==> src/rtl/cce_pkg.sv <==
// shared types, codes and constants of the text console cursor engine
package cce_pkg;

    // default screen geometry
    localparam int DEF_COLUMNS   = 80;
    localparam int DEF_ROWS      = 25;
    localparam int DEF_TAB_WIDTH = 4;

    // request field widths
    localparam int MODE_W  = 2;
    localparam int CHAR_W  = 8;
    localparam int INDEX_W = 11;
    localparam int TCOL_W  = 7;
    localparam int TROW_W  = 5;

    // result field widths
    localparam int OCOL_W  = 7;
    localparam int OROW_W  = 5;
    localparam int OOFF_W  = 11;
    localparam int CELL_W  = 16;

    // configuration port
    localparam int CFG_IDX_W  = 1;
    localparam int CFG_DATA_W = 4;
    localparam int COLOUR_W   = 4;
    localparam logic [CFG_IDX_W-1:0] REG_FG = 1'd0;
    localparam logic [CFG_IDX_W-1:0] REG_BG = 1'd1;
    localparam logic [COLOUR_W-1:0]  FG_RESET = 4'd7;
    localparam logic [COLOUR_W-1:0]  BG_RESET = 4'd0;

    // command field widths, sized for the largest geometry
    localparam int CMD_COL_W  = 7;
    localparam int CMD_ROW_W  = 6;
    localparam int CMD_ADDR_W = 13;
    localparam int CMD_REP_W  = 4;

    // depth of the queue between front and back
    localparam int Q_DEPTH = 2;

    // request modes
    localparam logic [MODE_W-1:0] MODE_PUT   = 2'd0;
    localparam logic [MODE_W-1:0] MODE_CLEAR = 2'd1;
    localparam logic [MODE_W-1:0] MODE_READ  = 2'd2;
    localparam logic [MODE_W-1:0] MODE_MOVE  = 2'd3;

    // control characters
    localparam logic [CHAR_W-1:0] CH_BACKSPACE = 8'h08;
    localparam logic [CHAR_W-1:0] CH_TAB       = 8'h09;
    localparam logic [CHAR_W-1:0] CH_NEWLINE   = 8'h0A;
    localparam logic [CHAR_W-1:0] CH_SPACE     = 8'h20;
    localparam logic [CHAR_W-1:0] CH_NUL       = 8'h00;

    // cell fill values
    localparam logic [CELL_W-1:0] CLEAR_CELL  = 16'h0F00;
    localparam logic [CELL_W-1:0] SCROLL_FILL = 16'h0700;

    // classified operations
    localparam int OP_W = 3;
    localparam logic [OP_W-1:0] OP_PUT   = 3'd0;
    localparam logic [OP_W-1:0] OP_BKSP  = 3'd1;
    localparam logic [OP_W-1:0] OP_NL    = 3'd2;
    localparam logic [OP_W-1:0] OP_CLEAR = 3'd3;
    localparam logic [OP_W-1:0] OP_READ  = 3'd4;
    localparam logic [OP_W-1:0] OP_MOVE  = 3'd5;

    // one classified command
    typedef struct packed {
        logic [OP_W-1:0]       op;
        logic [CHAR_W-1:0]     ch;
        logic [CMD_REP_W-1:0]  rep;
        logic                  rd_ok;
        logic [CMD_ADDR_W-1:0] rd_addr;
        logic [CMD_COL_W-1:0]  col;
        logic [CMD_ROW_W-1:0]  row;
    } t_cmd;

endpackage

==> src/rtl/cce_front.sv <==
// front end: takes requests, classifies them and hands commands to the queue
module cce_front #(
    parameter int COLUMNS   = 80,
    parameter int ROWS      = 25,
    parameter int TAB_WIDTH = 4
) (
    input  logic                          i_clk,
    input  logic                          i_rst_n,
    input  logic                          i_in_valid,
    output logic                          o_in_stall,
    input  logic [cce_pkg::MODE_W-1:0]    i_mode,
    input  logic [cce_pkg::CHAR_W-1:0]    i_char_code,
    input  logic [cce_pkg::INDEX_W-1:0]   i_cell_index,
    input  logic [cce_pkg::TCOL_W-1:0]    i_target_column,
    input  logic [cce_pkg::TROW_W-1:0]    i_target_row,
    input  logic                          i_init_busy,
    output logic                          o_push,
    output cce_pkg::t_cmd                 o_cmd,
    input  logic                          i_q_full
);
    import cce_pkg::*;

    logic r_valid;
    logic n_valid;
    t_cmd r_cmd;
    t_cmd n_cmd;
    logic accept;

    // stall while the holding stage cannot drain or the store is being cleared after reset
    assign o_in_stall = (r_valid && i_q_full) || i_init_busy;
    assign accept     = i_in_valid && !o_in_stall;
    assign o_push     = r_valid && !i_q_full;
    assign o_cmd      = r_cmd;

    // classify the request
    always_comb begin
        n_cmd         = '0;
        n_cmd.ch      = i_char_code;
        n_cmd.rep     = CMD_REP_W'(1);
        n_cmd.rd_ok   = int'(i_cell_index) < COLUMNS * ROWS;
        n_cmd.rd_addr = CMD_ADDR_W'(i_cell_index);
        n_cmd.col     = (int'(i_target_column) < COLUMNS) ? CMD_COL_W'(i_target_column)
                                                          : CMD_COL_W'(COLUMNS - 1);
        n_cmd.row     = (int'(i_target_row) < ROWS) ? CMD_ROW_W'(i_target_row)
                                                    : CMD_ROW_W'(ROWS - 1);
        unique case (i_mode)
            MODE_PUT: begin
                case (i_char_code)
                    CH_BACKSPACE: n_cmd.op = OP_BKSP;
                    CH_NEWLINE:   n_cmd.op = OP_NL;
                    CH_TAB: begin
                        n_cmd.op  = OP_PUT;
                        n_cmd.ch  = CH_SPACE;
                        n_cmd.rep = CMD_REP_W'(TAB_WIDTH);
                    end
                    default:      n_cmd.op = OP_PUT;
                endcase
            end
            MODE_CLEAR: n_cmd.op = OP_CLEAR;
            MODE_READ:  n_cmd.op = OP_READ;
            MODE_MOVE:  n_cmd.op = OP_MOVE;
            default:    n_cmd.op = OP_MOVE;
        endcase
    end

    // holding stage occupancy
    always_comb begin
        n_valid = r_valid;
        if (accept) begin
            n_valid = 1'b1;
        end else if (o_push) begin
            n_valid = 1'b0;
        end
    end

    always_ff @(posedge i_clk) begin
        if (!i_rst_n) begin
            r_valid <= 1'b0;
        end else begin
            r_valid <= n_valid;
        end
    end

    always_ff @(posedge i_clk) begin
        if (accept) begin
            r_cmd <= n_cmd;
        end
    end

endmodule

==> config.mk <==
export PLATFORM = sky130hd
export DESIGN_NAME = cce_front
export DESIGN_NICKNAME = d
export VERILOG_FILES = /design/src/rtl/cce_pkg.sv /design/src/rtl/cce_front.sv
export SDC_FILE = /design/constraint.sdc
export NUM_CORES = 1
export LEC_CHECK = 0
export BUFFER_PORTS_ARGS = -buffer_cell sky130_fd_sc_hd__buf_4
export CORE_MARGIN = 4
export CORE_UTILIZATION = 43
export DETAILED_ROUTE_END_ITERATION = 8
export HOLD_SLACK_MARGIN = 0.08
export MAX_ROUTING_LAYER = met4
export PLACE_DENSITY = 0.91
export SLEW_MARGIN = 15
export SYNTH_ARGS = -nofsm -noshare
export SYNTH_HDL_FRONTEND = slang
export SYNTH_SLANG_ARGS = --single-unit
export TNS_END_PERCENT = 100
==> constraint.sdc <==
create_clock -name i_clk -period 3.1 [get_ports i_clk]
set_clock_uncertainty 0.05 [all_clocks]
set_input_delay 0.31 -clock i_clk [delete_from_list [all_inputs] [get_ports i_clk]]
set_output_delay 0.31 -clock i_clk [all_outputs]
set_load 0.05 [all_outputs]
==> flow_metrics.py, run 1 <==
metrics = {
    "floorplanning": {
        "std_cell_rows": 20,
        "die_height_um": 65.8,
        "core_area_um2": 3130,
        "die_width_um": 65.8,
        "initial_core_util_pct": 45.9,
        "fp.dieArea_um2": 4330,
        "ios": 82,
    },
    "timing": {
        "finalCriticalPeriod_ps": 1450,
        "hold_slack_ps": 99.5,
        "report.final.setup_viol": 0,
        "timing.final.max_slew_violations": 0,
        "rsz0062_at_grt": "false",
        "post-route-worst-setup-slack_ps": 1650,
        "fin_setup_tns_ps": 0,
        "timing.fmax_ghz": 0.690,
        "period_share_pct": 46.7,
        "number_of_hold_violations_in_the_final_report": 0,
    },
    "synth": {
        "netlist_area_um2": 1440,
        "main_combinational_cell_family_by_area_after_synthesis": "simple AND/OR/NAND/NOR gates",
        "synth.avg_cell_area_um2": 17.1,
        "netlist_instances": 84,
        "ys_async_sr_fraction_pct": 0,
        "ys_top_cells_by_area": "sky130_fd_sc_hd__edfxtp_1 77%, sky130_fd_sc_hd__nand2b_1 3.0%, sky130_fd_sc_hd__buf_4 2.6%",
        "ys_seq_elements": 38,
        "synth_cell_types": 24,
        "synthAdderAreaFrac_pct": 0,
        "synth_compound_area_share_pct": 3.22,
        "synth-seq-area-share_pct": 78.7,
        "synth.largest_area_cell": "sky130_fd_sc_hd__edfxtp_1",
        "ys_warn_count": 0,
        "synth.mux.area_fraction_pct": 0,
        "synth.top_cell.area_share_pct": 77.4,
        "netlist_top_cells_count": "37 x sky130_fd_sc_hd__edfxtp_1, 7 x sky130_fd_sc_hd__clkbuf_1, 7 x sky130_fd_sc_hd__nand2b_1",
        "post-synth-top-count-cell": "sky130_fd_sc_hd__edfxtp_1",
        "number_of_synthesized_flops_with_an_enable_pin": 37,
        "xor_xnor_portion_of_the_synthesized_cell_area_pct": 0,
        "synth_ff_type": "sky130_fd_sc_hd__edfxtp_1",
        "synth-simple-area-share_pct": 11.8,
    },
    "worst_setup_path": {
        "cpMaxStageDelayCell": "sky130_fd_sc_hd__dfxtp_1",
        "critical_path_arrival_ps": 1090,
        "critical_path.max_fanout": 3,
        "critPathKind": "flop to output pin",
        "critical_path.cell_chain": "nor2b_1 -> buf_4",
        "slowest_delay_ps": 390,
        "crit_buf_inv": 1,
        "worstSetupStartpoint": "r_valid",
        "worstSetupEndpointType": "output pin",
        "cp.required_ps": 2740,
        "path_delay_family": "flip-flops",
        "start_kind": "flop",
        "r2r_start": "r_valid",
    },
    "global_route": {
        "grt_pass1_wl_um": 4640,
        "grt.total_usage_pct": 15.6,
        "globalRouteOverflowTotal": 0,
        "grt_max_degree": 38,
        "grt_antenna_before_repair": 0,
        "grt_pass1_vias": 918,
    },
    "power_and_ir_drop": {
        "leak_pwr_nw": 0.881,
        "max-vdd-ir-drop_uv": 209,
        "powerDensity_nw_per_um2": 499,
    },
    "place": {
        "placement.setup.worst_slack_ps": 1190,
        "gp_routability_congestion": 0.756,
        "estimated_wirelength_of_the_detail_placed_design_um": 2480,
        "number_of_buffers_added_on_ports": 76,
    },
    "cts": {
        "cts_setup_buffers": 0,
        "worstSkewPairLatency_ps": 320,
        "cts_tree": "done",
        "clock_slew_seen_by_the_registers_of_the_worst_setup_and_hold_paths_ps": 110,
        "clock_tree.root_cell": "sky130_fd_sc_hd__clkbuf_4",
        "cts_buffer_depth": 2,
        "cts.sink_count": 38,
        "count_of_instances_resized_after_the_clock_tree_is_built": 0,
        "htree_levels": 2,
        "cts_buffers": 5,
    },
    "route": {
        "drc": 0,
        "vias": 944,
        "antenna_left": 0,
        "drt_iter0_drc": 42,
        "firstDrtPassIters": 4,
        "route.detailed.vias_per_inst": 4.58,
        "wl_per_cell_um": 15.8,
        "wirelength_um": 3250,
    },
    "status": {
        "run_status": "completed",
    },
    "flow_run": {
        "maxCapViolations": 0,
    },
    "worst_hold_path": {
        "type_of_the_most_critical_hold_path": "primary input to flop",
        "min-delay-start": "i_cell_index[2]",
    },
    "finish": {
        "nFillCells": 212,
        "area_growth_pct": 47.7,
        "drive_gt1_share_pct": 53.7,
        "diodes": 0,
        "num-nets-final": 199,
        "final_util_pct": 67.8,
    },
}
report_power, final:
group / internal, mW / switching, mW
logic: 0.0719 / 0.130
registers: 0.590 / 0.00690
clock network: 0.112 / 0.148
area by class of cell:
type / instances / area [um^2] / area share (%)
Tap cell: 44 / 55.1 / 2.59
Multi-Input combinational cell: 35 / 245 / 11.6
Sequential cell: 38 / 1130 / 53.3
Clock buffer: 8 / 58.8 / 2.77
Timing Repair Buffer: 80 / 628 / 29.6
Inverter: 1 / 3.75 / 0.177
sequential cells by signal, summed over array words and instances (netlist names):
register	flops
o_cmd	37
r_valid	1
cells by family after synthesis:
| logic type | Yosys count |
|---|---|
| compound gates | 7 |
| flops | 38 |
| other cells | 1 |
| buf+inv | 15 |
| simple gates | 23 |
path summary, 6_finish.rpt:
kind	to	slack [ps]	cells past startpoint
worst min register to register	r_valid	500	2
worst max-delay path	o_push	1650	2
worst max register to register	o_cmd[32]	1750	2
worst min-delay path	o_cmd[15]	100	1
placed cells by master, fill, tap and decap left out:
| master | count |
|---|---|
| sky130_fd_sc_hd__buf_4 | 76 |
| sky130_fd_sc_hd__edfxtp_1 | 37 |
| sky130_fd_sc_hd__nand2b_1 | 7 |
| sky130_fd_sc_hd__conb_1 | 5 |
| sky130_fd_sc_hd__clkbuf_4 | 5 |
| sky130_fd_sc_hd__and2_1 | 4 |
| sky130_fd_sc_hd__nand2_1 | 3 |
| sky130_fd_sc_hd__nor2b_1 | 3 |
| sky130_fd_sc_hd__dlygate4sd3_1 | 3 |
| sky130_fd_sc_hd__clkbuf_1 | 2 |
| sky130_fd_sc_hd__a21oi_4 | 1 |
| sky130_fd_sc_hd__nor4b_4 | 1 |
| sky130_fd_sc_hd__nor4_2 | 1 |
| sky130_fd_sc_hd__o21bai_1 | 1 |
| sky130_fd_sc_hd__nand4b_2 | 1 |
| sky130_fd_sc_hd__o21a_1 | 1 |
| sky130_fd_sc_hd__nor4b_1 | 1 |
| sky130_fd_sc_hd__a21oi_1 | 1 |
| sky130_fd_sc_hd__nor2_1 | 1 |
| sky130_fd_sc_hd__and3_1 | 1 |
| sky130_fd_sc_hd__o2111ai_1 | 1 |
| sky130_fd_sc_hd__o21ai_0 | 1 |
| sky130_fd_sc_hd__inv_1 | 1 |
| sky130_fd_sc_hd__a21boi_0 | 1 |
| sky130_fd_sc_hd__clkbuf_8 | 1 |
| sky130_fd_sc_hd__buf_16 | 1 |
| sky130_fd_sc_hd__dfxtp_1 | 1 |
what timing repair did:
item,CTS,global route
endpoints found under the setup margin,0,0
endpoints found under the hold margin,0,3
hold buffers,0,3
per-layer routing:
layer	GRT usage, %	part of all wire, %	vias up
li1	-	-	441
met1	15.8	35	431
met2	26.3	51	67
met3	5.95	13	5
met4	7.77	1.4	0
met5	-	0	-
through the flow:
step | instances | total power, mW | instance area, um^2
after floorplan | 88 | 0.730 | 1450
after global placement | 194 | 0.797 | 2010
after detailed placement | 194 | 0.804 | 2010
after CTS | 202 | 1.06 | 2060
after global routing | 206 | 1.10 | 2120
final | 206 | 1.06 | 2120
(Power assumes the default switching activity.)
==> inputs of run 2 (changes only) <==
- CORE_UTILIZATION: 43 -> 39
- PLACE_DENSITY: 0.91 -> 0.87
- clock period: 3.1 -> 1.2 ns (I/O delays scaled with it)
==> flow_metrics.py, run 2 (synthesis gave the netlist of run 1 again) <==
metrics = {
    "status": {
        "run_status": "completed",
    },
    "worst_setup_path": {
        "worstSetupEndpointType": "output pin",
        "critical_path_cell_count": 2,
        "worstSetupStartpoint": "r_valid",
        "cp.required_ps": 1030,
        "start_kind": "flop",
        "critical_path.max_fanout": 3,
        "critical_path.endpoint": "o_push",
        "slowest_delay_ps": 380,
        "critPathKind": "flop to output pin",
        "r2r.worst_path.cells": 2,
        "path_delay_family": "flip-flops",
        "critical_path_arrival_ps": 980,
        "cpMaxStageDelayCell": "sky130_fd_sc_hd__dfxtp_4",
        "crit_buf_inv": 1,
        "r2r_start": "r_valid",
        "critical_path.cell_chain": "nor2b_2 -> buf_4",
        "rrSetupSlack_ps": 60,
        "r2r_end": "o_cmd[12]",
    },
    "floorplanning": {
        "die_width_um": 68.7,
        "ios": 82,
        "std_cell_rows": 21,
        "core_area_um2": 3440,
        "die_height_um": 68.7,
        "fp.dieArea_um2": 4720,
        "initial_core_util_pct": 41.7,
    },
    "cts": {
        "cts_buffers": 5,
        "cts_tree": "done",
        "clock_slew_seen_by_the_registers_of_the_worst_setup_and_hold_paths_ps": 70,
        "cts_buffer_depth": 2,
        "worstSkewPairLatency_ps": 270,
        "cts.sink_count": 38,
        "clock_tree.root_cell": "sky130_fd_sc_hd__clkbuf_8",
        "cts_setup_buffers": 0,
        "htree_levels": 2,
    },
    "finish": {
        "nFillCells": 225,
        "largest_register_ffs": 37,
        "seq_area_um2": 1130,
        "final_common_cell": "sky130_fd_sc_hd__buf_4",
        "multiInputGateArea_um2": 250,
        "diodes": 0,
        "num-nets-final": 228,
        "area_growth_pct": 70.5,
        "highest_count_cells_in_the_layout_ignoring_fill_and_taps": "78 x sky130_fd_sc_hd__buf_4, 37 x sky130_fd_sc_hd__edfxtp_1, 28 x sky130_fd_sc_hd__dlygate4sd3_1",
        "drive_gt1_share_pct": 49.7,
    },
    "place": {
        "gp_routability_congestion": 0.738,
        "number_of_buffers_added_on_ports": 76,
        "estimated_wirelength_of_the_detail_placed_design_um": 2500,
        "placement.setup.worst_slack_ps": -37.3,
    },
    "timing": {
        "period_share_pct": 96.0,
        "post-route-worst-setup-slack_ps": 47.9,
        "rsz0062_at_grt": "true",
        "report.final.setup_viol": 0,
        "number_of_hold_violations_in_the_final_report": 0,
        "timing.fmax_ghz": 0.868,
        "fin_setup_tns_ps": 0,
        "finalCriticalPeriod_ps": 1150,
        "timing.final.max_slew_violations": 0,
    },
    "global_route": {
        "grt_max_degree": 25,
        "grt_antenna_before_repair": 0,
        "grt_pass1_vias": 1053,
        "globalRouteOverflowTotal": 0,
        "grt_pass1_wl_um": 5000,
        "grt.total_usage_pct": 15.9,
    },
    "power_and_ir_drop": {
        "max-vdd-ir-drop_uv": 705,
        "leak_pwr_nw": 1.02,
        "powerDensity_nw_per_um2": 1210,
        "p_total_mw": 2.95,
    },
    "worst_hold_path": {
        "min-delay-start": "i_target_row[1]",
        "type_of_the_most_critical_hold_path": "primary input to flop",
    },
    "route": {
        "firstDrtPassIters": 4,
        "vias": 1057,
        "drc": 0,
        "antenna_left": 0,
        "route.detailed.vias_per_inst": 4.46,
        "wl_per_cell_um": 15.5,
        "drt_iter0_drc": 61,
        "wirelength_um": 3670,
    },
    "flow_run": {
        "maxCapViolations": 0,
    },
}
[run 2: changes by cell type in the layout (fill, tap and decap cells not counted), moves of 2 or more]
cell	previous run	this run
sky130_fd_sc_hd__buf_12	0	2
sky130_fd_sc_hd__clkbuf_8	1	5
sky130_fd_sc_hd__clkbuf_4	5	0
sky130_fd_sc_hd__clkbuf_1	2	0
sky130_fd_sc_hd__dlygate4sd3_1	3	28
sky130_fd_sc_hd__buf_4	76	78
[run 2: how the worst min path moves through the flow]
stage	end	slack, ps	cells after the start
after floorplan	o_cmd[13]	170	0
after global placement	o_cmd[16]	250	1
after global routing	o_cmd[36]	90	2
after CTS	o_cmd[34]	80	2
after detailed placement	o_cmd[14]	250	1
final	o_cmd[1]	80	2
[run 2: repair_timing]
| item | in CTS | in global routing |
|---|---|---|
| hold buffers | 26 | 2 |
| endpoints found under the setup margin | 0 | 3 |
| endpoints found under the hold margin | 26 | 2 |
| resized for setup | 0 | 4 |
[run 2: final cells by class]
class | instances | area share (%)
clock buffer | 5 | 2.81
clock inverter | 3 | 0.664
inverter | 1 | 0.153
multi-input combinational | 35 | 10.2
sequential | 38 | 46.3
tap | 46 | 2.35
timing repair buffer | 109 | 37.5
[run 2: layer usage]
metal | global-route usage, % | wire [um]
met1 | 14.3 | 1280
met2 | 29.0 | 1970
met3 | 6.48 | 385
met4 | 6.45 | 38
met5 | - | 0
[run 2: through the flow]
stage	hold slack [ps]	std cells	utilization, %	instance area (um^2)
floorplan	169	88	-	1470
global placement	250	201	60.3	2070
detailed placement	250	201	60.3	2070
CTS	82.2	235	70.3	2420
global route	85.1	237	71.1	2450
finish	79.2	237	71.1	2450
[run 2: report_power, final]
| part | total, mW | leakage [nW] | switching (mW) | internal [mW] |
|---|---|---|---|---|
| combinational | 0.604 | 0.621 | 0.354 | 0.249 |
| sequential | 1.54 | 0.353 | 0.0201 | 1.52 |
| clock | 0.804 | 0.0416 | 0.407 | 0.397 |
==> inputs of run 3 (changes only) <==
- CORE_UTILIZATION: 39 -> 43
- PLACE_DENSITY: 0.87 -> 0.91
- clock period: 1.2 -> 1.1 ns (I/O delays scaled with it)
==> flow_metrics.py, run 3 (synthesis gave the netlist of run 1 again) <==
metrics = {
    "status": {
        "run_status": "finished with violations",
        "violations": "negative setup slack",
    },
    "worst_setup_path": {
        "path_delay_family": "flip-flops",
        "cpMaxStageDelayCell": "sky130_fd_sc_hd__dfxtp_4",
        "worstSetupEndpointType": "output pin",
        "start_kind": "flop",
        "critical_path_arrival_ps": 1090,
        "critical_path.cell_chain": "nand2_2 -> nand2b_1 -> buf_6",
        "slowest_delay_ps": 390,
        "crit_buf_inv": 1,
        "critical_path.max_fanout": 3,
        "cp.required_ps": 940,
        "critPathKind": "flop to output pin",
    },
    "cts": {
        "cts.sink_count": 38,
        "cts_tree": "done",
        "cts_buffers": 5,
        "worstSkewPairLatency_ps": 340,
        "cts_buffer_depth": 2,
        "clock_slew_seen_by_the_registers_of_the_worst_setup_and_hold_paths_ps": 120,
        "htree_levels": 2,
        "clock_tree.root_cell": "sky130_fd_sc_hd__clkbuf_4",
    },
    "floorplanning": {
        "initial_core_util_pct": 45.9,
        "core_area_um2": 3130,
        "ios": 82,
        "die_height_um": 65.8,
        "die_width_um": 65.8,
        "fp.dieArea_um2": 4330,
        "std_cell_rows": 20,
    },
    "timing": {
        "rsz0062_at_grt": "true",
        "slew-limit-headroom_pct": 53.1,
        "post-route-worst-setup-slack_ps": -152,
        "timing.final.max_slew_violations": 0,
        "report.final.setup_viol": 59,
        "number_of_hold_violations_in_the_final_report": 0,
        "period_share_pct": 114,
        "finalCriticalPeriod_ps": 1250,
        "timing.fmax_ghz": 0.799,
        "actual_slew_at_the_worst_max_slew_pin_ps": 696,
    },
    "finish": {
        "fin_area_um2": 2730,
        "final_common_cell": "sky130_fd_sc_hd__buf_4",
        "final_util_pct": 87.2,
        "highest_count_cells_in_the_layout_ignoring_fill_and_taps": "42 x sky130_fd_sc_hd__buf_4, 37 x sky130_fd_sc_hd__edfxtp_1, 37 x sky130_fd_sc_hd__buf_6",
        "diodes": 0,
        "drive_gt1_share_pct": 49.0,
        "area_growth_pct": 90.0,
        "num-nets-final": 239,
        "largest_register_ffs": 37,
    },
    "place": {
        "estimated_wirelength_of_the_detail_placed_design_um": 2650,
        "dpl-instance-area_um2": 2060,
        "gp_routability_congestion": 0.685,
        "number_of_buffers_added_on_ports": 76,
    },
    "route": {
        "drt_iter0_drc": 100,
        "wl_per_cell_um": 23.6,
        "antenna_left": 0,
        "wirelength_um": 5820,
        "firstDrtPassIters": 4,
        "drc": 0,
        "vias": 1246,
        "route.detailed.vias_per_inst": 5.07,
    },
    "worst_hold_path": {
        "type_of_the_most_critical_hold_path": "primary input to flop",
    },
    "global_route": {
        "grt.total_usage_pct": 25.7,
        "globalRouteOverflowTotal": 0,
        "grt_max_degree": 14,
        "grt_pass1_wl_um": 7580,
        "grt_antenna_before_repair": 0,
        "grt_pass1_vias": 1314,
    },
    "power_and_ir_drop": {
        "max-vdd-ir-drop_uv": 820,
        "leak_pwr_nw": 1.13,
        "powerDensity_nw_per_um2": 1180,
    },
    "flow_run": {
        "maxCapViolations": 0,
    },
}
[run 3: cell types whose count changed in the layout (fill, tap and decap cells not counted)]
cell,before,now
sky130_fd_sc_hd__buf_16,0,1
sky130_fd_sc_hd__buf_4,78,42
sky130_fd_sc_hd__buf_6,1,37
sky130_fd_sc_hd__buf_8,0,1
sky130_fd_sc_hd__clkbuf_1,0,1
sky130_fd_sc_hd__clkbuf_16,0,3
sky130_fd_sc_hd__clkbuf_4,0,5
sky130_fd_sc_hd__clkbuf_8,5,0
sky130_fd_sc_hd__clkinvlp_4,1,0
sky130_fd_sc_hd__dlygate4sd3_1,28,34
sky130_fd_sc_hd__nor2b_2,1,0
sky130_fd_sc_hd__nor2b_4,0,1
sky130_fd_sc_hd__o21ai_0,0,1
sky130_fd_sc_hd__o21ai_1,1,0
[run 3: per-layer routing]
metal | wire, um | part of all wire (%) | track usage, %
met5 | 0 | 0 | -
met1 | 2260 | 39 | 29.7
met3 | 557 | 9.6 | 6.97
met4 | 185 | 3.2 | 10.6
met2 | 2820 | 48 | 42.3
[run 3: final timing paths]
kind                   start          to  slack (ps)  depth (start not counted)
setup / recovery     r_valid  o_in_stall        -150                          3
hold / removal    i_in_valid     r_valid         100                          3
setup reg to reg     r_valid    o_cmd[0]        -100                          3
hold reg to reg      r_valid     r_valid         600                          3
[run 3: cell type report]
| class | count | area [um^2] |
|---|---|---|
| Clock buffer | 6 | 41.3 |
| Clock inverter | 2 | 8.76 |
| Fill cell | 119 | 399 |
| Inverter | 1 | 3.75 |
| Multi-Input combinational cell | 35 | 255 |
| Sequential cell | 38 | 1130 |
| Tap cell | 44 | 55.1 |
| Timing Repair Buffer | 120 | 1230 |
[run 3: where the power goes]
group | internal, mW | total, mW | switching, mW
combinational | 0.362 | 0.800 | 0.438
clock | 0.241 | 0.729 | 0.489
sequential | 1.66 | 1.70 | 0.0398
[run 3: through the flow]
step	instances	setup WS (ps)	power, mW	hold slack (ps)	setup TNS, ps
floorplan	88	-338	2.06	159	-12500
global placement	197	-92.7	2.27	239	-1280
detailed placement	197	-116	2.29	240	-1970
CTS	242	-68.3	3.05	36.2	-1250
global route	246	-209	3.32	103	-5620
finish	246	-152	3.23	101	-3770
[run 3: timing repair]
action                     CTS  global route
hold buffers                34             0
setup endpoints to repair   31            74
buffers inserted             2             3
cloned                       1             3
gates resized for setup     10            36
pin swaps                    1             1
hold endpoints to repair    36             0
[run 3: worst min-delay path, stage by stage]
cell                       delay (ps)
sky130_fd_sc_hd__buf_4            110
sky130_fd_sc_hd__nand2b_1         140
sky130_fd_sc_hd__a21boi_0         110
