<file path="config.mk">
export PLATFORM = sky130hd
export DESIGN_NAME = cce_queue
export DESIGN_NICKNAME = d
export VERILOG_FILES = /design/src/rtl/cce_pkg.sv /design/src/rtl/cce_queue.sv
export SDC_FILE = /design/constraint.sdc
export NUM_CORES = 1
export LEC_CHECK = 0
export BUFFER_PORTS_ARGS = -buffer_cell sky130_fd_sc_hd__buf_2
export CORE_ASPECT_RATIO = 1.25
export CORE_UTILIZATION = 30
export DETAILED_ROUTE_END_ITERATION = 8
export GPL_ROUTABILITY_DRIVEN = 0
export HOLD_SLACK_MARGIN = 0.02
export SLEW_MARGIN = 30
export SYNTH_ARGS = -nofsm -noshare
export SYNTH_HDL_FRONTEND = slang
export SYNTH_SLANG_ARGS = --single-unit
</file>
<file path="constraint.sdc">
create_clock -name i_clk -period 2.9 [get_ports i_clk]
set_clock_uncertainty 0.2 [all_clocks]
set_input_delay 0.145 -clock i_clk [delete_from_list [all_inputs] [get_ports i_clk]]
set_output_delay 0.145 -clock i_clk [all_outputs]
set_load 0.03 [all_outputs]
</file>
<file path="src/rtl/cce_pkg.sv">
// shared types, codes and constants of the text console cursor engine
package cce_pkg;

    // default screen geometry
    localparam int DEF_COLUMNS   = 80;
    localparam int DEF_ROWS      = 25;
    localparam int DEF_TAB_WIDTH = 4;

    // request field widths
    localparam int MODE_W  = 2;
    localparam int CHAR_W  = 8;
    localparam int INDEX_W = 11;
    localparam int TCOL_W  = 7;
    localparam int TROW_W  = 5;

    // result field widths
    localparam int OCOL_W  = 7;
    localparam int OROW_W  = 5;
    localparam int OOFF_W  = 11;
    localparam int CELL_W  = 16;

    // configuration port
    localparam int CFG_IDX_W  = 1;
    localparam int CFG_DATA_W = 4;
    localparam int COLOUR_W   = 4;
    localparam logic [CFG_IDX_W-1:0] REG_FG = 1'd0;
    localparam logic [CFG_IDX_W-1:0] REG_BG = 1'd1;
    localparam logic [COLOUR_W-1:0]  FG_RESET = 4'd7;
    localparam logic [COLOUR_W-1:0]  BG_RESET = 4'd0;

    // command field widths, sized for the largest geometry
    localparam int CMD_COL_W  = 7;
    localparam int CMD_ROW_W  = 6;
    localparam int CMD_ADDR_W = 13;
    localparam int CMD_REP_W  = 4;

    // depth of the queue between front and back
    localparam int Q_DEPTH = 2;

    // request modes
    localparam logic [MODE_W-1:0] MODE_PUT   = 2'd0;
    localparam logic [MODE_W-1:0] MODE_CLEAR = 2'd1;
    localparam logic [MODE_W-1:0] MODE_READ  = 2'd2;
    localparam logic [MODE_W-1:0] MODE_MOVE  = 2'd3;

    // control characters
    localparam logic [CHAR_W-1:0] CH_BACKSPACE = 8'h08;
    localparam logic [CHAR_W-1:0] CH_TAB       = 8'h09;
    localparam logic [CHAR_W-1:0] CH_NEWLINE   = 8'h0A;
    localparam logic [CHAR_W-1:0] CH_SPACE     = 8'h20;
    localparam logic [CHAR_W-1:0] CH_NUL       = 8'h00;

    // cell fill values
    localparam logic [CELL_W-1:0] CLEAR_CELL  = 16'h0F00;
    localparam logic [CELL_W-1:0] SCROLL_FILL = 16'h0700;

    // classified operations
    localparam int OP_W = 3;
    localparam logic [OP_W-1:0] OP_PUT   = 3'd0;
    localparam logic [OP_W-1:0] OP_BKSP  = 3'd1;
    localparam logic [OP_W-1:0] OP_NL    = 3'd2;
    localparam logic [OP_W-1:0] OP_CLEAR = 3'd3;
    localparam logic [OP_W-1:0] OP_READ  = 3'd4;
    localparam logic [OP_W-1:0] OP_MOVE  = 3'd5;

    // one classified command
    typedef struct packed {
        logic [OP_W-1:0]       op;
        logic [CHAR_W-1:0]     ch;
        logic [CMD_REP_W-1:0]  rep;
        logic                  rd_ok;
        logic [CMD_ADDR_W-1:0] rd_addr;
        logic [CMD_COL_W-1:0]  col;
        logic [CMD_ROW_W-1:0]  row;
    } t_cmd;

endpackage

</file>
<file path="src/rtl/cce_queue.sv">
// short command queue between front and back end
module cce_queue (
    input  logic          i_clk,
    input  logic          i_rst_n,
    input  logic          i_push,
    input  cce_pkg::t_cmd i_cmd,
    output logic          o_full,
    input  logic          i_pop,
    output cce_pkg::t_cmd o_cmd,
    output logic          o_empty
);
    import cce_pkg::*;

    localparam int PTR_W = (Q_DEPTH > 1) ? $clog2(Q_DEPTH) : 1;
    localparam int CNT_W = $clog2(Q_DEPTH + 1);
    localparam logic [PTR_W-1:0] LAST_PTR = PTR_W'(Q_DEPTH - 1);

    t_cmd             r_slot [Q_DEPTH];
    logic [PTR_W-1:0] r_wr_ptr;
    logic [PTR_W-1:0] r_rd_ptr;
    logic [CNT_W-1:0] r_count;
    logic [PTR_W-1:0] n_wr_ptr;
    logic [PTR_W-1:0] n_rd_ptr;
    logic [CNT_W-1:0] n_count;

    assign o_full  = r_count == CNT_W'(Q_DEPTH);
    assign o_empty = r_count == '0;
    assign o_cmd   = r_slot[r_rd_ptr];

    // pointer and fill count update
    always_comb begin
        n_wr_ptr = r_wr_ptr;
        n_rd_ptr = r_rd_ptr;
        n_count  = r_count;
        if (i_push) begin
            n_wr_ptr = (r_wr_ptr == LAST_PTR) ? '0 : r_wr_ptr + 1'b1;
        end
        if (i_pop) begin
            n_rd_ptr = (r_rd_ptr == LAST_PTR) ? '0 : r_rd_ptr + 1'b1;
        end
        if (i_push && !i_pop) begin
            n_count = r_count + 1'b1;
        end else if (i_pop && !i_push) begin
            n_count = r_count - 1'b1;
        end
    end

    always_ff @(posedge i_clk) begin
        if (!i_rst_n) begin
            r_wr_ptr <= '0;
            r_rd_ptr <= '0;
            r_count  <= '0;
        end else begin
            r_wr_ptr <= n_wr_ptr;
            r_rd_ptr <= n_rd_ptr;
            r_count  <= n_count;
        end
    end

    // slot storage
    always_ff @(posedge i_clk) begin
        if (i_push) begin
            r_slot[r_wr_ptr] <= i_cmd;
        end
    end

endmodule

</file>
==> results of run 1 <==
==> power groups by stage <==
stage               Combinational, uW  Sequential [uW]  Clock, uW
floorplan                         274             1520          0
global placement                  387             1540          0
detailed placement                390             1540          0
CTS                               439             1510       1130
global route                      460             1520       1180
finish                            430             1510       1100
==> cells by family after synthesis <==
kind of cell    after synthesis
flops                        89
mux                          42
simple gates                  9
buf+inv                       6
compound gates                3
xor+xnor                      3
fa+ha+maj                     1
==> cells in the mapped netlist (2+ instances only) <==
cell type	count	area share, %
sky130_fd_sc_hd__edfxtp_1	84	78
sky130_fd_sc_hd__and2_1	4	0.77
sky130_fd_sc_hd__nor2b_1	2	0.39
sky130_fd_sc_hd__dfxtp_1	5	3.1
sky130_fd_sc_hd__buf_2	4	0.62
sky130_fd_sc_hd__mux2_2	42	15
sky130_fd_sc_hd__xor2_1	2	0.54
==> metrics by stage <==
step	util, %	instances	power (uW)
floorplan	-	153	1800
global placement	36.8	372	1930
detailed placement	36.8	372	1930
CTS	43.7	433	3090
global route	43.7	433	3160
finish	43.7	433	3040
==> final cells by class <==
cell class / count / area (um^2) / share of cell area [%]
repair buffers: 137 / 943 / 20.4
clock buffers: 10 / 229 / 4.96
inverters: 1 / 3.75 / 0.0812
flip-flops and latches: 89 / 2620 / 56.8
well taps: 132 / 165 / 3.57
clock inverters: 6 / 58.8 / 1.27
multi-input cells: 58 / 597 / 12.9
==> layer usage <==
layer | track usage, % | vias up | part of all wire [%]
li1 | - | 882 | -
met1 | 11.8 | 880 | 41
met2 | 17.8 | 51 | 51
met3 | 4.12 | 10 | 5.8
met4 | 5.11 | 0 | 1.9
met5 | 0 | - | 0
==> how the worst max path moves through the flow <==
stage                                from                     end  slack (ns)  cells after the start
finish                          flip-flop               o_cmd[23]        0.74                      3
global route                    flip-flop               o_cmd[41]        0.62                      3
CTS                             flip-flop               o_cmd[23]        0.66                      3
detailed placement              flip-flop               o_cmd[23]        1.03                      3
global placement                flip-flop               o_cmd[23]        1.05                      3
floorplan           r_wr_ptr$_SDFFE_PN0P_  r_slot[0][0]$_DFFE_PP_        0.04                      1
==> critical path, stage by stage (launching register included) <==
cell,delay [ns]
sky130_fd_sc_hd__dfxtp_2,0.69
sky130_fd_sc_hd__buf_12,0.26
sky130_fd_sc_hd__mux2_2,0.36
sky130_fd_sc_hd__buf_2,0.18
==> sequential cells by signal (all words and copies together), names as in the netlist, named ones only <==
register	cells
r_wr_ptr	1
r_slot	84
r_rd_ptr	1
r_count	2
==> Implementation_results.wiki, run 1 <==
{| class="wikitable"
! Metric !! Value
|-
| Status || completed
|-
| Dpl ws || 1.03 ns
|-
| Overall via count from detail_route || 1823
|-
| Placed standard-cell area || 3880 um^2
|-
| Measured slew at the worst slew-check pin || 0.561 ns
|-
| Antenna violations before repair || 0
|-
| Cell area after technology mapping || 3240 um^2
|-
| Number of warnings printed during yosys synthesis || 0
|-
| Drt first pass iters || 6
|-
| Worst r2r src || r_wr_ptr$_SDFFE_PN0P_
|-
| Count of boundary I/O pins || 90
|-
| Min-Delay Endpoint || r_slot[0][14]$_DFFE_PP_
|-
| Most used flip-flop cell after synthesis || sky130_fd_sc_hd__edfxtp_1
|-
| Hold bufs inserted after CTS || 45
|-
| Dominant combinational cell family by area after synthesis || multiplexers
|-
| Inserted Clock Buffers || 9
|-
| Hold Worst Slack || 0.0827 ns
|-
| Vias in the first global route || 1852
|-
| Cells after synthesis || 153
|-
| Die width || 95.0 um
|-
| Share of the clock period used by the worst path || 74.7%
|-
| Post-synthesis mux area share || 14.6%
|-
| Number of nets in the finished design || 343
|-
| Portion of the post-synthesis area used by sequential elements || 80.9%
|-
| Arrival time reported for the critical path endpoint || 1.82 ns
|-
| Areal power density over the cells || 658 nW/um^2
|-
| Port buffer count || 89
|-
| Total gr overflow || 0
|-
| Setup ws final || 0.735 ns
|-
| Hold Path Depth || 2
|-
| Minimum setup slack among reg-to-reg paths || 1.24 ns
|-
| Proportion of synthesized flip-flops having asynchronous set or reset || 0%
|-
| Final-report hold violation count || 0
|-
| HP Start || i_push
|-
| Reg2Reg Capture Point || r_slot[0][13]$_DFFE_PP_
|-
| Number of gates resized after cts || 0
|-
| Worst min-delay path class || in -> reg
|-
| Largest net degree at the start of global routing || 36
|-
| Sinks on Clock Net || 89
|-
| Peak ir drop on the vdd network || 0.000320 V
|-
| Yosys reg bits || 89
|-
| Routed wire length || 5.63 mm
|-
| Total count of max-transition violations in the final report || 0
|-
| Post-synthesis to final-layout area growth || 42.5%
|-
| Average routed wire per standard cell || 13.0 um
|-
| Seq pwr share || 49.8%
|-
| Net switching share of the total power || 23.3%
|-
| Setup repair after global routing missed its margin || no
|-
| Period minus WS final || 2.16 ns
|-
| Max_cap viols || 0
|-
| Post-DP HPWL || 3.53 mm
|-
| First-pass GRT wire length || 8.68 mm
|-
| Number of different library cells in the post-synthesis netlist || 17
|-
| Commonest non-fill, non-tap cells in the layout || 89 x sky130_fd_sc_hd__buf_2, 84 x sky130_fd_sc_hd__edfxtp_1, 45 x sky130_fd_sc_hd__dlygate4sd3_1, 42 x sky130_fd_sc_hd__mux2_2, 9 x sky130_fd_sc_hd__clkbuf_16
|-
| Internal power component || 2330 uW
|-
| Source-to-sink clock delay at the later pin of the worst-skew pair || 0.32 ns
|-
| Buffers from clock root to sink, at most || 2
|-
| Post-Synthesis Mean Instance Area || 21.2 um^2
|-
| Root buffer cell || sky130_fd_sc_hd__clkbuf_16
|-
| Full die area || 11200 um^2
|-
| Post-CTS setup buffers || 0
|-
| Die height || 118 um
|-
| Kind of end point of the critical path || output port
|-
| Remaining number of nets flagged by the antenna check after routing || 0
|-
| Crit Path Category || reg -> out
|-
| Maximum net fanout on the critical path || 22
|-
| Commonest non-fill, non-tap cell in the layout || sky130_fd_sc_hd__buf_2
|-
| Synthesized-area fraction occupied by xor and xnor cells || 0.810%
|-
| Site Rows || 42
|-
| Top achievable clock speed || 462 MHz
|-
| P_sw || 708 uW
|-
| Filler cell count in the final layout || 953
|-
| # diodes || 0
|-
| Critical Path RT || 2.56 ns
|-
| Area share of and/or/nand/nor cells after synthesis || 1.74%
|-
| Number of failing setup endpoints in the final timing report || 0
|-
| Initial Util || 30.7%
|-
| Relative contribution of the clock network to total power || 36.1%
|-
| Iter 0 DRT Violations || 29
|-
| Mean number of vias per cell || 4.21
|-
| Worst slew margin relative to its limit || 62.6%
|-
| Register clock-pin slew on the reported worst setup and hold paths || 0.06 ns
|-
| Worst setup SP type || flip-flop
|-
| Complex-gate fraction of the synthesized area || 0.618%
|-
| Total routing usage reported by global routing || 10.7%
|-
| Fraction of final layout cells with drive strength greater than 1 || 50.2%
|-
| CTS tree || yes
|-
| Syn_nets || 200
|-
| Number of enable-type register cells in the synthesized netlist || 84
|-
| Total negative setup slack || 0 ns
|-
| Final design instance area without fill || 4620 um^2
|-
| Depth of the worst register-to-register path || 2
|-
| Proportion of power drawn by combinational gates || 14.1%
|-
| CTS HTree Levels || 3
|-
| Adder-cell area share of the yosys netlist || 0.386%
|-
| Core region area || 10600 um^2
|-
| Detailed-route DRC error count || 0
|-
| Leakage power total || 0.00175 uW
|}
Power figures use the tool's default switching activity.
==> inputs of run 2 (changes only) <==
==> constraint.sdc (replaced) <==
create_clock -name i_clk -period 1.7 [get_ports i_clk]
set_clock_uncertainty 0.2 [all_clocks]
set_input_delay 0.085 -clock i_clk [delete_from_list [all_inputs] [get_ports i_clk]]
set_output_delay 0.085 -clock i_clk [all_outputs]
set_load 0.03 [all_outputs]
==> run 2 against run 1 <==
  * The run now ends with negative setup slack left
  * Die area is the same
  * Final cell count increased by 1.6%
  * Non-clock buffer count increased by 6
  * Sequential power grew 70%
  * Flip-flop and latch count stayed put
  * Clock power grew 73%
  * Worst hold slack gained 0.19 ns
  * Register-to-register slack worse by 1.0 ns
  * Routed wire length is 15% higher
  * Sequential share of layout area is 4.4 points lower
  * Critical endpoint is now o_cmd[32]
  * Largest cell class unchanged
  * Highest routed layer unchanged
==> Implementation_results.wiki, run 2 (same netlist as run 1, synthesis figures left out) <==
{| class="wikitable"
! Metric !! Value
|-
| Commonest non-fill, non-tap cell in the layout || sky130_fd_sc_hd__edfxtp_1
|-
| Number of failing setup endpoints in the final timing report || 18 (+18)
|-
| Inserted Clock Buffers || 9 (unchanged)
|-
| Setup ws final || -0.0354 ns (-0.770 ns)
|-
| CTS tree || yes
|-
| Number of flip-flops in the largest register || 84 (unchanged)
|-
| Mean number of vias per cell || 4.31 (+2.4%)
|-
| Number of nets in the finished design || 349 (+1.7%)
|-
| Minimum setup slack among reg-to-reg paths || 0.23 ns (-1.01 ns)
|-
| Buffers from clock root to sink, at most || 2 (unchanged)
|-
| Max_cap viols || 0 (unchanged)
|-
| GRT busiest layer || met2
|-
| Worst setup SP type || flip-flop
|-
| Areal power density over the cells || 1080 nW/um^2 (+65%)
|-
| Chain of cells forming the critical path || buf_16 > mux2_2 > buf_6
|-
| Maximum net fanout on the critical path || 17 (-23%)
|-
| Iter 0 DRT Violations || 43 (+48%)
|-
| Crit Path Category || reg -> out
|-
| Post-synthesis to final-layout area growth || 54.8%
|-
| Worst slew margin relative to its limit || 81.2% (+19 points)
|-
| Hold Path Depth || 2 (unchanged)
|-
| Remaining number of nets flagged by the antenna check after routing || 0 (unchanged)
|-
| Detailed-route DRC error count || 0 (unchanged)
|-
| Post-CTS setup buffers || 0 (unchanged)
|-
| Placed standard-cell area || 3920 um^2 (+0.90%)
|-
| Total routing usage reported by global routing || 11.6% (+0.94 points)
|-
| Initial Util || 30.7% (unchanged)
|-
| Period minus WS final || 1.74 ns
|-
| Sinks on Clock Net || 89 (unchanged)
|-
| Leading registers by flop count || r_slot: 84 flops, r_count: 2 flops
|-
| Routed wire length || 6.45 mm (+15%)
|-
| Status || finished with violations
|-
| Total gr overflow || 0 (unchanged)
|-
| Core region area || 10600 um^2 (unchanged)
|-
| Worst min-delay path class || in -> reg
|-
| Largest register by flop count || r_slot
|-
| Hold Worst Slack || 0.272 ns (+0.189 ns)
|-
| Average routed wire per standard cell || 14.7 um (+13%)
|-
| Die width || 95.0 um (unchanged)
|-
| Register clock-pin slew on the reported worst setup and hold paths || 0.06 ns (about the same)
|-
| Root buffer cell || sky130_fd_sc_hd__clkbuf_16
|-
| Die height || 118 um (unchanged)
|-
| Leakage power total || 0.00194 uW (+11%)
|-
| Count of boundary I/O pins || 90 (unchanged)
|-
| Source-to-sink clock delay at the later pin of the worst-skew pair || 0.33 ns (about the same)
|-
| Drt first pass iters || 4 (-2)
|-
| Peak ir drop on the vdd network || 0.000523 V (+63%)
|-
| Depth of the worst register-to-register path || 3 (+1)
|-
| Share of the clock period used by the worst path || 102%
|-
| Violations in the final reports || negative setup slack
|-
| Measured slew at the worst slew-check pin || 0.282 ns (-0.279 ns)
|-
| Fraction of final layout cells with drive strength greater than 1 || 51.1% (+0.97 points)
|-
| Arrival time reported for the critical path endpoint || 1.45 ns (-0.37 ns)
|-
| Site Rows || 42 (unchanged)
|-
| Largest net degree at the start of global routing || 27 (-25%)
|-
| Kind of end point of the critical path || output port
|-
| Antenna violations before repair || 1 (+1)
|-
| Top achievable clock speed || 576 MHz
|-
| Setup repair after global routing missed its margin || yes
|-
| Met1 routing resource usage after global routing || 12.5% (+0.66 points)
|-
| Final Core Density || 47.5% (+3.8 points)
|-
| Dpl ws || 0.277 ns (-0.752 ns)
|-
| Met3 Usage GRT || 2.57% (-1.5 points)
|-
| Final design instance area without fill || 5020 um^2 (+8.6%)
|-
| Largest stage delay on the critical path || 0.42 ns (-0.27 ns)
|-
| Port buffer count || 89 (unchanged)
|-
| Final-report hold violation count || 0 (unchanged)
|-
| Full die area || 11200 um^2 (unchanged)
|-
| First-pass GRT wire length || 9.32 mm (+7.3%)
|-
| Master of the slowest instance on the critical path || sky130_fd_sc_hd__dfxtp_4
|-
| Overall via count from detail_route || 1897 (+4.1%)
|-
| Critical Path RT || 1.41 ns (-1.15 ns)
|-
| Met2 global-route usage || 20.2% (+2.4 points)
|-
| Total count of max-transition violations in the final report || 0 (unchanged)
|-
| Vias in the first global route || 1935 (+4.5%)
|-
| Post-DP HPWL || 3.57 mm (+1.1%)
|-
| Commonest non-fill, non-tap cells in the layout || 84 x sky130_fd_sc_hd__edfxtp_1, 54 x sky130_fd_sc_hd__buf_2, 46 x sky130_fd_sc_hd__dlygate4sd3_1, 36 x sky130_fd_sc_hd__buf_6, 23 x sky130_fd_sc_hd__mux2_2
|-
| Total negative setup slack || -0.459 ns (-0.459 ns)
|-
| CTS HTree Levels || 3 (unchanged)
|}
==> run 2: final cells by class <==
cell class	instances	area, um^2
Antenna cell	1	2.50
Clock buffer	10	229
Clock inverter	6	58.8
Fill cell	933	5550
Inverter	1	3.75
Multi-Input combinational cell	58	668
Sequential cell	89	2630
Tap cell	132	165
Timing Repair Buffer	143	1260
==> run 2: worst max-delay path: cells and delay by family (launching register included) <==
family	cells	cell delay [ns]
buffers and inverters	2	0.33
DFF	1	0.42
muxes	1	0.36
==> run 2: worst paths after layout <==
path / start / endpoint
max: flip-flop / o_cmd[32]
min: i_cmd[30] / r_slot[0][30]$_DFFE_PP_
max reg2reg: r_rd_ptr$_SDFFE_PN0P_ / flip-flop
min reg2reg: r_count[1]$_SDFFE_PN0P_ / r_count[1]$_SDFFE_PN0P_
==> run 2: stage by stage <==
step / power, uW / cells
2_1_floorplan: 3070 / 153
3_3_place_gp: 3300 / 375
3_5_place_dp: 3310 / 375
4_1_cts: 5420 / 438
5_1_grt: 5630 / 440
6_report: 5430 / 440
==> run 2: power by group <==
part	switching, uW	leakage [uW]	internal [uW]
Combinational	476	0.000976	486
Clock	771	0.000136	1130
Sequential	41.2	0.000831	2530
==> run 2: timing repair <==
action                                  CTS  global route
endpoints found under the hold margin    89             0
endpoints found under the setup margin   35            42
gates resized for setup                  58            34
gates cloned                              1             1
pin swaps                                 0             0
hold buffers                             46             0
==> run 2: routing by layer <==
metal  up-vias  routed length [um]
li1        895                   -
met1       940                2560
met2        51                3490
met3        11                 229
met4         0                 175
met5         -                   0
==> inputs of run 3 (changes only) <==
--- a/config.mk
+++ b/config.mk
@@ -5,12 +5,14 @@
 export SDC_FILE = /design/constraint.sdc
 export NUM_CORES = 1
 export LEC_CHECK = 0
+export ABC_AREA = 0
 export BUFFER_PORTS_ARGS = -buffer_cell sky130_fd_sc_hd__buf_2
 export CORE_ASPECT_RATIO = 1.25
 export CORE_UTILIZATION = 30
 export DETAILED_ROUTE_END_ITERATION = 8
 export GPL_ROUTABILITY_DRIVEN = 0
 export HOLD_SLACK_MARGIN = 0.02
+export SKIP_LAST_GASP = 1
 export SLEW_MARGIN = 30
 export SYNTH_ARGS = -nofsm -noshare
 export SYNTH_HDL_FRONTEND = slang
==> run 3 against run 2 <==
  * The flow still finishes with violations (negative setup slack)
  * Cell area fell by 5.9%
  * Power fell by 3.1%
  * Clock-buffer cell count did not move
  * Final cell count did not move
  * Clock power barely moved
  * Worst hold slack improved by 0.0012 ns
  * Worst setup slack got worse by 0.0038 ns
  * Flip-flop and latch count did not move
  * Critical path type unchanged
  * Critical endpoint is now o_cmd[38]
  * Largest cell class unchanged
==> Implementation_results.wiki, run 3 (same netlist as run 1, synthesis figures left out) <==
{| class="wikitable"
! Metric !! Value
|-
| Fraction of final layout cells with drive strength greater than 1 || 51.1% (unchanged)
|-
| Crit Path Category || reg -> out
|-
| Worst setup SP type || flip-flop
|-
| Port buffer count || 89 (unchanged)
|-
| Violations in the final reports || negative setup slack
|-
| Antenna violations before repair || 1 (unchanged)
|-
| Filler-free cell count of the finished design || 440 (unchanged)
|-
| Remaining number of nets flagged by the antenna check after routing || 0 (unchanged)
|-
| Inserted Clock Buffers || 9 (unchanged)
|-
| Worst min-delay path class || in -> reg
|-
| Sinks on Clock Net || 89 (unchanged)
|-
| Maximum net fanout on the critical path || 9 (-8)
|-
| Post-CTS setup buffers || 0 (unchanged)
|-
| P_sw || 1250 uW (-3.2%)
|-
| Iter 0 DRT Violations || 43 (unchanged)
|-
| Initial Util || 30.7% (unchanged)
|-
| Internal power component || 4010 uW (-3.1%)
|-
| Mean number of vias per cell || 4.25 (-1.3%)
|-
| Total negative setup slack || -0.709 ns (-0.250 ns)
|-
| Drt first pass iters || 4 (unchanged)
|-
| Critical path depth || 3 (unchanged)
|-
| Final-report hold violation count || 0 (unchanged)
|-
| Seq pwr share || 48.8% (+1.5 points)
|-
| Worst slew margin relative to its limit || 81.4% (+0.14 points)
|-
| Final Core Density || 44.7% (-2.8 points)
|-
| Count of boundary I/O pins || 90 (unchanged)
|-
| Cell type group with the largest total delay on the critical path || flip-flops
|-
| Overall via count from detail_route || 1872 (-1.3%)
|-
| Average routed wire per standard cell || 14.0 um (-4.8%)
|-
| Hold Path Depth || 2 (unchanged)
|-
| Largest net degree at the start of global routing || 27 (unchanged)
|-
| Register clock-pin slew on the reported worst setup and hold paths || 0.06 ns (about the same)
|-
| Number of nets in the finished design || 349 (unchanged)
|-
| Root buffer cell || sky130_fd_sc_hd__clkbuf_16
|-
| Chain of cells forming the critical path || clkbuf_16 > mux2_2 > buf_2
|-
| Largest stage delay on the critical path || 0.41 ns (about the same)
|-
| Largest register by flop count || r_slot
|-
| Share of the clock period used by the worst path || 102% (+0.23 points)
|-
| Setup ws final || -0.0392 ns (-0.00383 ns)
|-
| Leakage power total || 0.00180 uW (-7.5%)
|-
| Leading registers by flop count || r_slot: 84 flops, r_count: 2 flops
|-
| Areal power density over the cells || 1110 nW/um^2 (+2.9%)
|-
| First-pass GRT wire length || 9.22 mm (-1.0%)
|-
| Net switching share of the total power || 23.7% (about the same)
|-
| Top achievable clock speed || 575 MHz (-0.22%)
|-
| Number of failing setup endpoints in the final timing report || 34 (+16)
|-
| Total count of max-transition violations in the final report || 0 (unchanged)
|-
| Detailed-route DRC error count || 0 (unchanged)
|-
| Depth of the worst register-to-register path || 3 (unchanged)
|-
| Source-to-sink clock delay at the later pin of the worst-skew pair || 0.33 ns (about the same)
|-
| Kind of end point of the critical path || output port
|-
| Status || finished with violations
|-
| Core region area || 10600 um^2 (unchanged)
|-
| Total gr overflow || 0 (unchanged)
|-
| Site Rows || 42 (unchanged)
|-
| Die width || 95.0 um (unchanged)
|-
| Full die area || 11200 um^2 (unchanged)
|-
| Commonest non-fill, non-tap cells in the layout || 89 x sky130_fd_sc_hd__buf_2, 84 x sky130_fd_sc_hd__edfxtp_1, 46 x sky130_fd_sc_hd__dlygate4sd3_1, 42 x sky130_fd_sc_hd__mux2_2, 10 x sky130_fd_sc_hd__clkbuf_16
|-
| Placed insts || 375 (unchanged)
|-
| Max_cap viols || 0 (unchanged)
|-
| Die height || 118 um (unchanged)
|-
| Period minus WS final || 1.74 ns (+0.00383 ns)
|-
| Filler cell count in the final layout || 966 (+3.5%)
|-
| Peak ir drop on the vdd network || 0.000524 V (+0.31%)
|-
| CTS tree || yes
|-
| Proportion of power drawn by combinational gates || 15.2% (-2.5 points)
|-
| Routed wire length || 6.14 mm (-4.8%)
|-
| Commonest non-fill, non-tap cell in the layout || sky130_fd_sc_hd__buf_2
|-
| Post-DP HPWL || 3.57 mm (unchanged)
|-
| Master of the slowest instance on the critical path || sky130_fd_sc_hd__dfxtp_4
|-
| Arrival time reported for the critical path endpoint || 1.45 ns (about the same)
|-
| Setup repair after global routing missed its margin || yes
|-
| Total routing usage reported by global routing || 11.6% (-0.067 points)
|-
| CTS HTree Levels || 3 (unchanged)
|-
| Relative contribution of the clock network to total power || 36.0% (+1.0 points)
|-
| Post-synthesis to final-layout area growth || 45.7%
|-
| Critical Path RT || 1.41 ns (about the same)
|-
| Vias in the first global route || 1928 (-0.36%)
|-
| Dpl ws || 0.277 ns (unchanged)
|-
| Buffers from clock root to sink, at most || 2 (unchanged)
|-
| Measured slew at the worst slew-check pin || 0.280 ns (-0.00210 ns)
|-
| Sum of buffers and inverters on the critical path || 2 (unchanged)
|-
| Number of flip-flops in the largest register || 84 (unchanged)
|}
[run 3: cell types whose count changed in the layout (fill, tap and decap cells not counted)]
| cell | delta |
|---|---|
| sky130_fd_sc_hd__buf_6 | -36 |
| sky130_fd_sc_hd__buf_2 | +35 |
| sky130_fd_sc_hd__mux2_2 | +19 |
| sky130_fd_sc_hd__mux2_4 | -19 |
| sky130_fd_sc_hd__buf_4 | +1 |
[run 3: power groups by stage]
stage	Sequential, uW	Clock, uW	Combinational, uW
after floorplan	2600	0	470
after global placement	2600	0	693
after detailed placement	2610	0	699
after CTS	2570	1960	801
after global routing	2580	2030	859
final	2570	1900	799
[run 3: per-layer routing]
metal	GRT usage [%]	part of all wire, %	up-vias
li1	-	-	895
met1	12.3	40	915
met2	20.1	54	51
met3	2.70	4.1	11
met4	7.48	2.7	0
met5	0	0	-
[run 3: timing repair]
item                                   in CTS  in global routing
pin swaps                                   0                  0
cloned                                      1                  1
endpoints found under the hold margin      89                  0
hold buffers                               46                  0
setup endpoints to repair                  35                 42
gates resized for setup                     2                  0
[run 3: path summary, 6_finish.rpt]
path	from	endpoint	slack [ns]
worst max register to register	r_rd_ptr$_SDFFE_PN0P_	flip-flop	0.23
worst min register to register	r_count[1]$_SDFFE_PN0P_	r_count[1]$_SDFFE_PN0P_	0.32
worst max-delay path	flip-flop	o_cmd[38]	-0.04
worst min-delay path	i_cmd[30]	r_slot[0][30]$_DFFE_PP_	0.27
[run 3: layout make-up]
cell class | count | area, um^2 | share of cell area [%]
clock buffers | 10 | 229 | 4.85
well taps | 132 | 165 | 3.50
repair buffers | 143 | 1040 | 22.0
clock inverters | 6 | 58.8 | 1.25
flip-flops and latches | 89 | 2630 | 55.6
inverters | 1 | 3.75 | 0.0795
multi-input cells | 58 | 597 | 12.6
diodes | 1 | 2.50 | 0.0530
[run 3: metrics by stage]
stage / power, uW / hold slack [ns] / area, um^2
after floorplan: 3070 / -0.0161 / 3250
after global placement: 3300 / 0.0720 / 3920
after detailed placement: 3310 / 0.0764 / 3920
after CTS: 5330 / 0.254 / 4700
after global routing: 5470 / 0.263 / 4720
final: 5260 / 0.273 / 4720
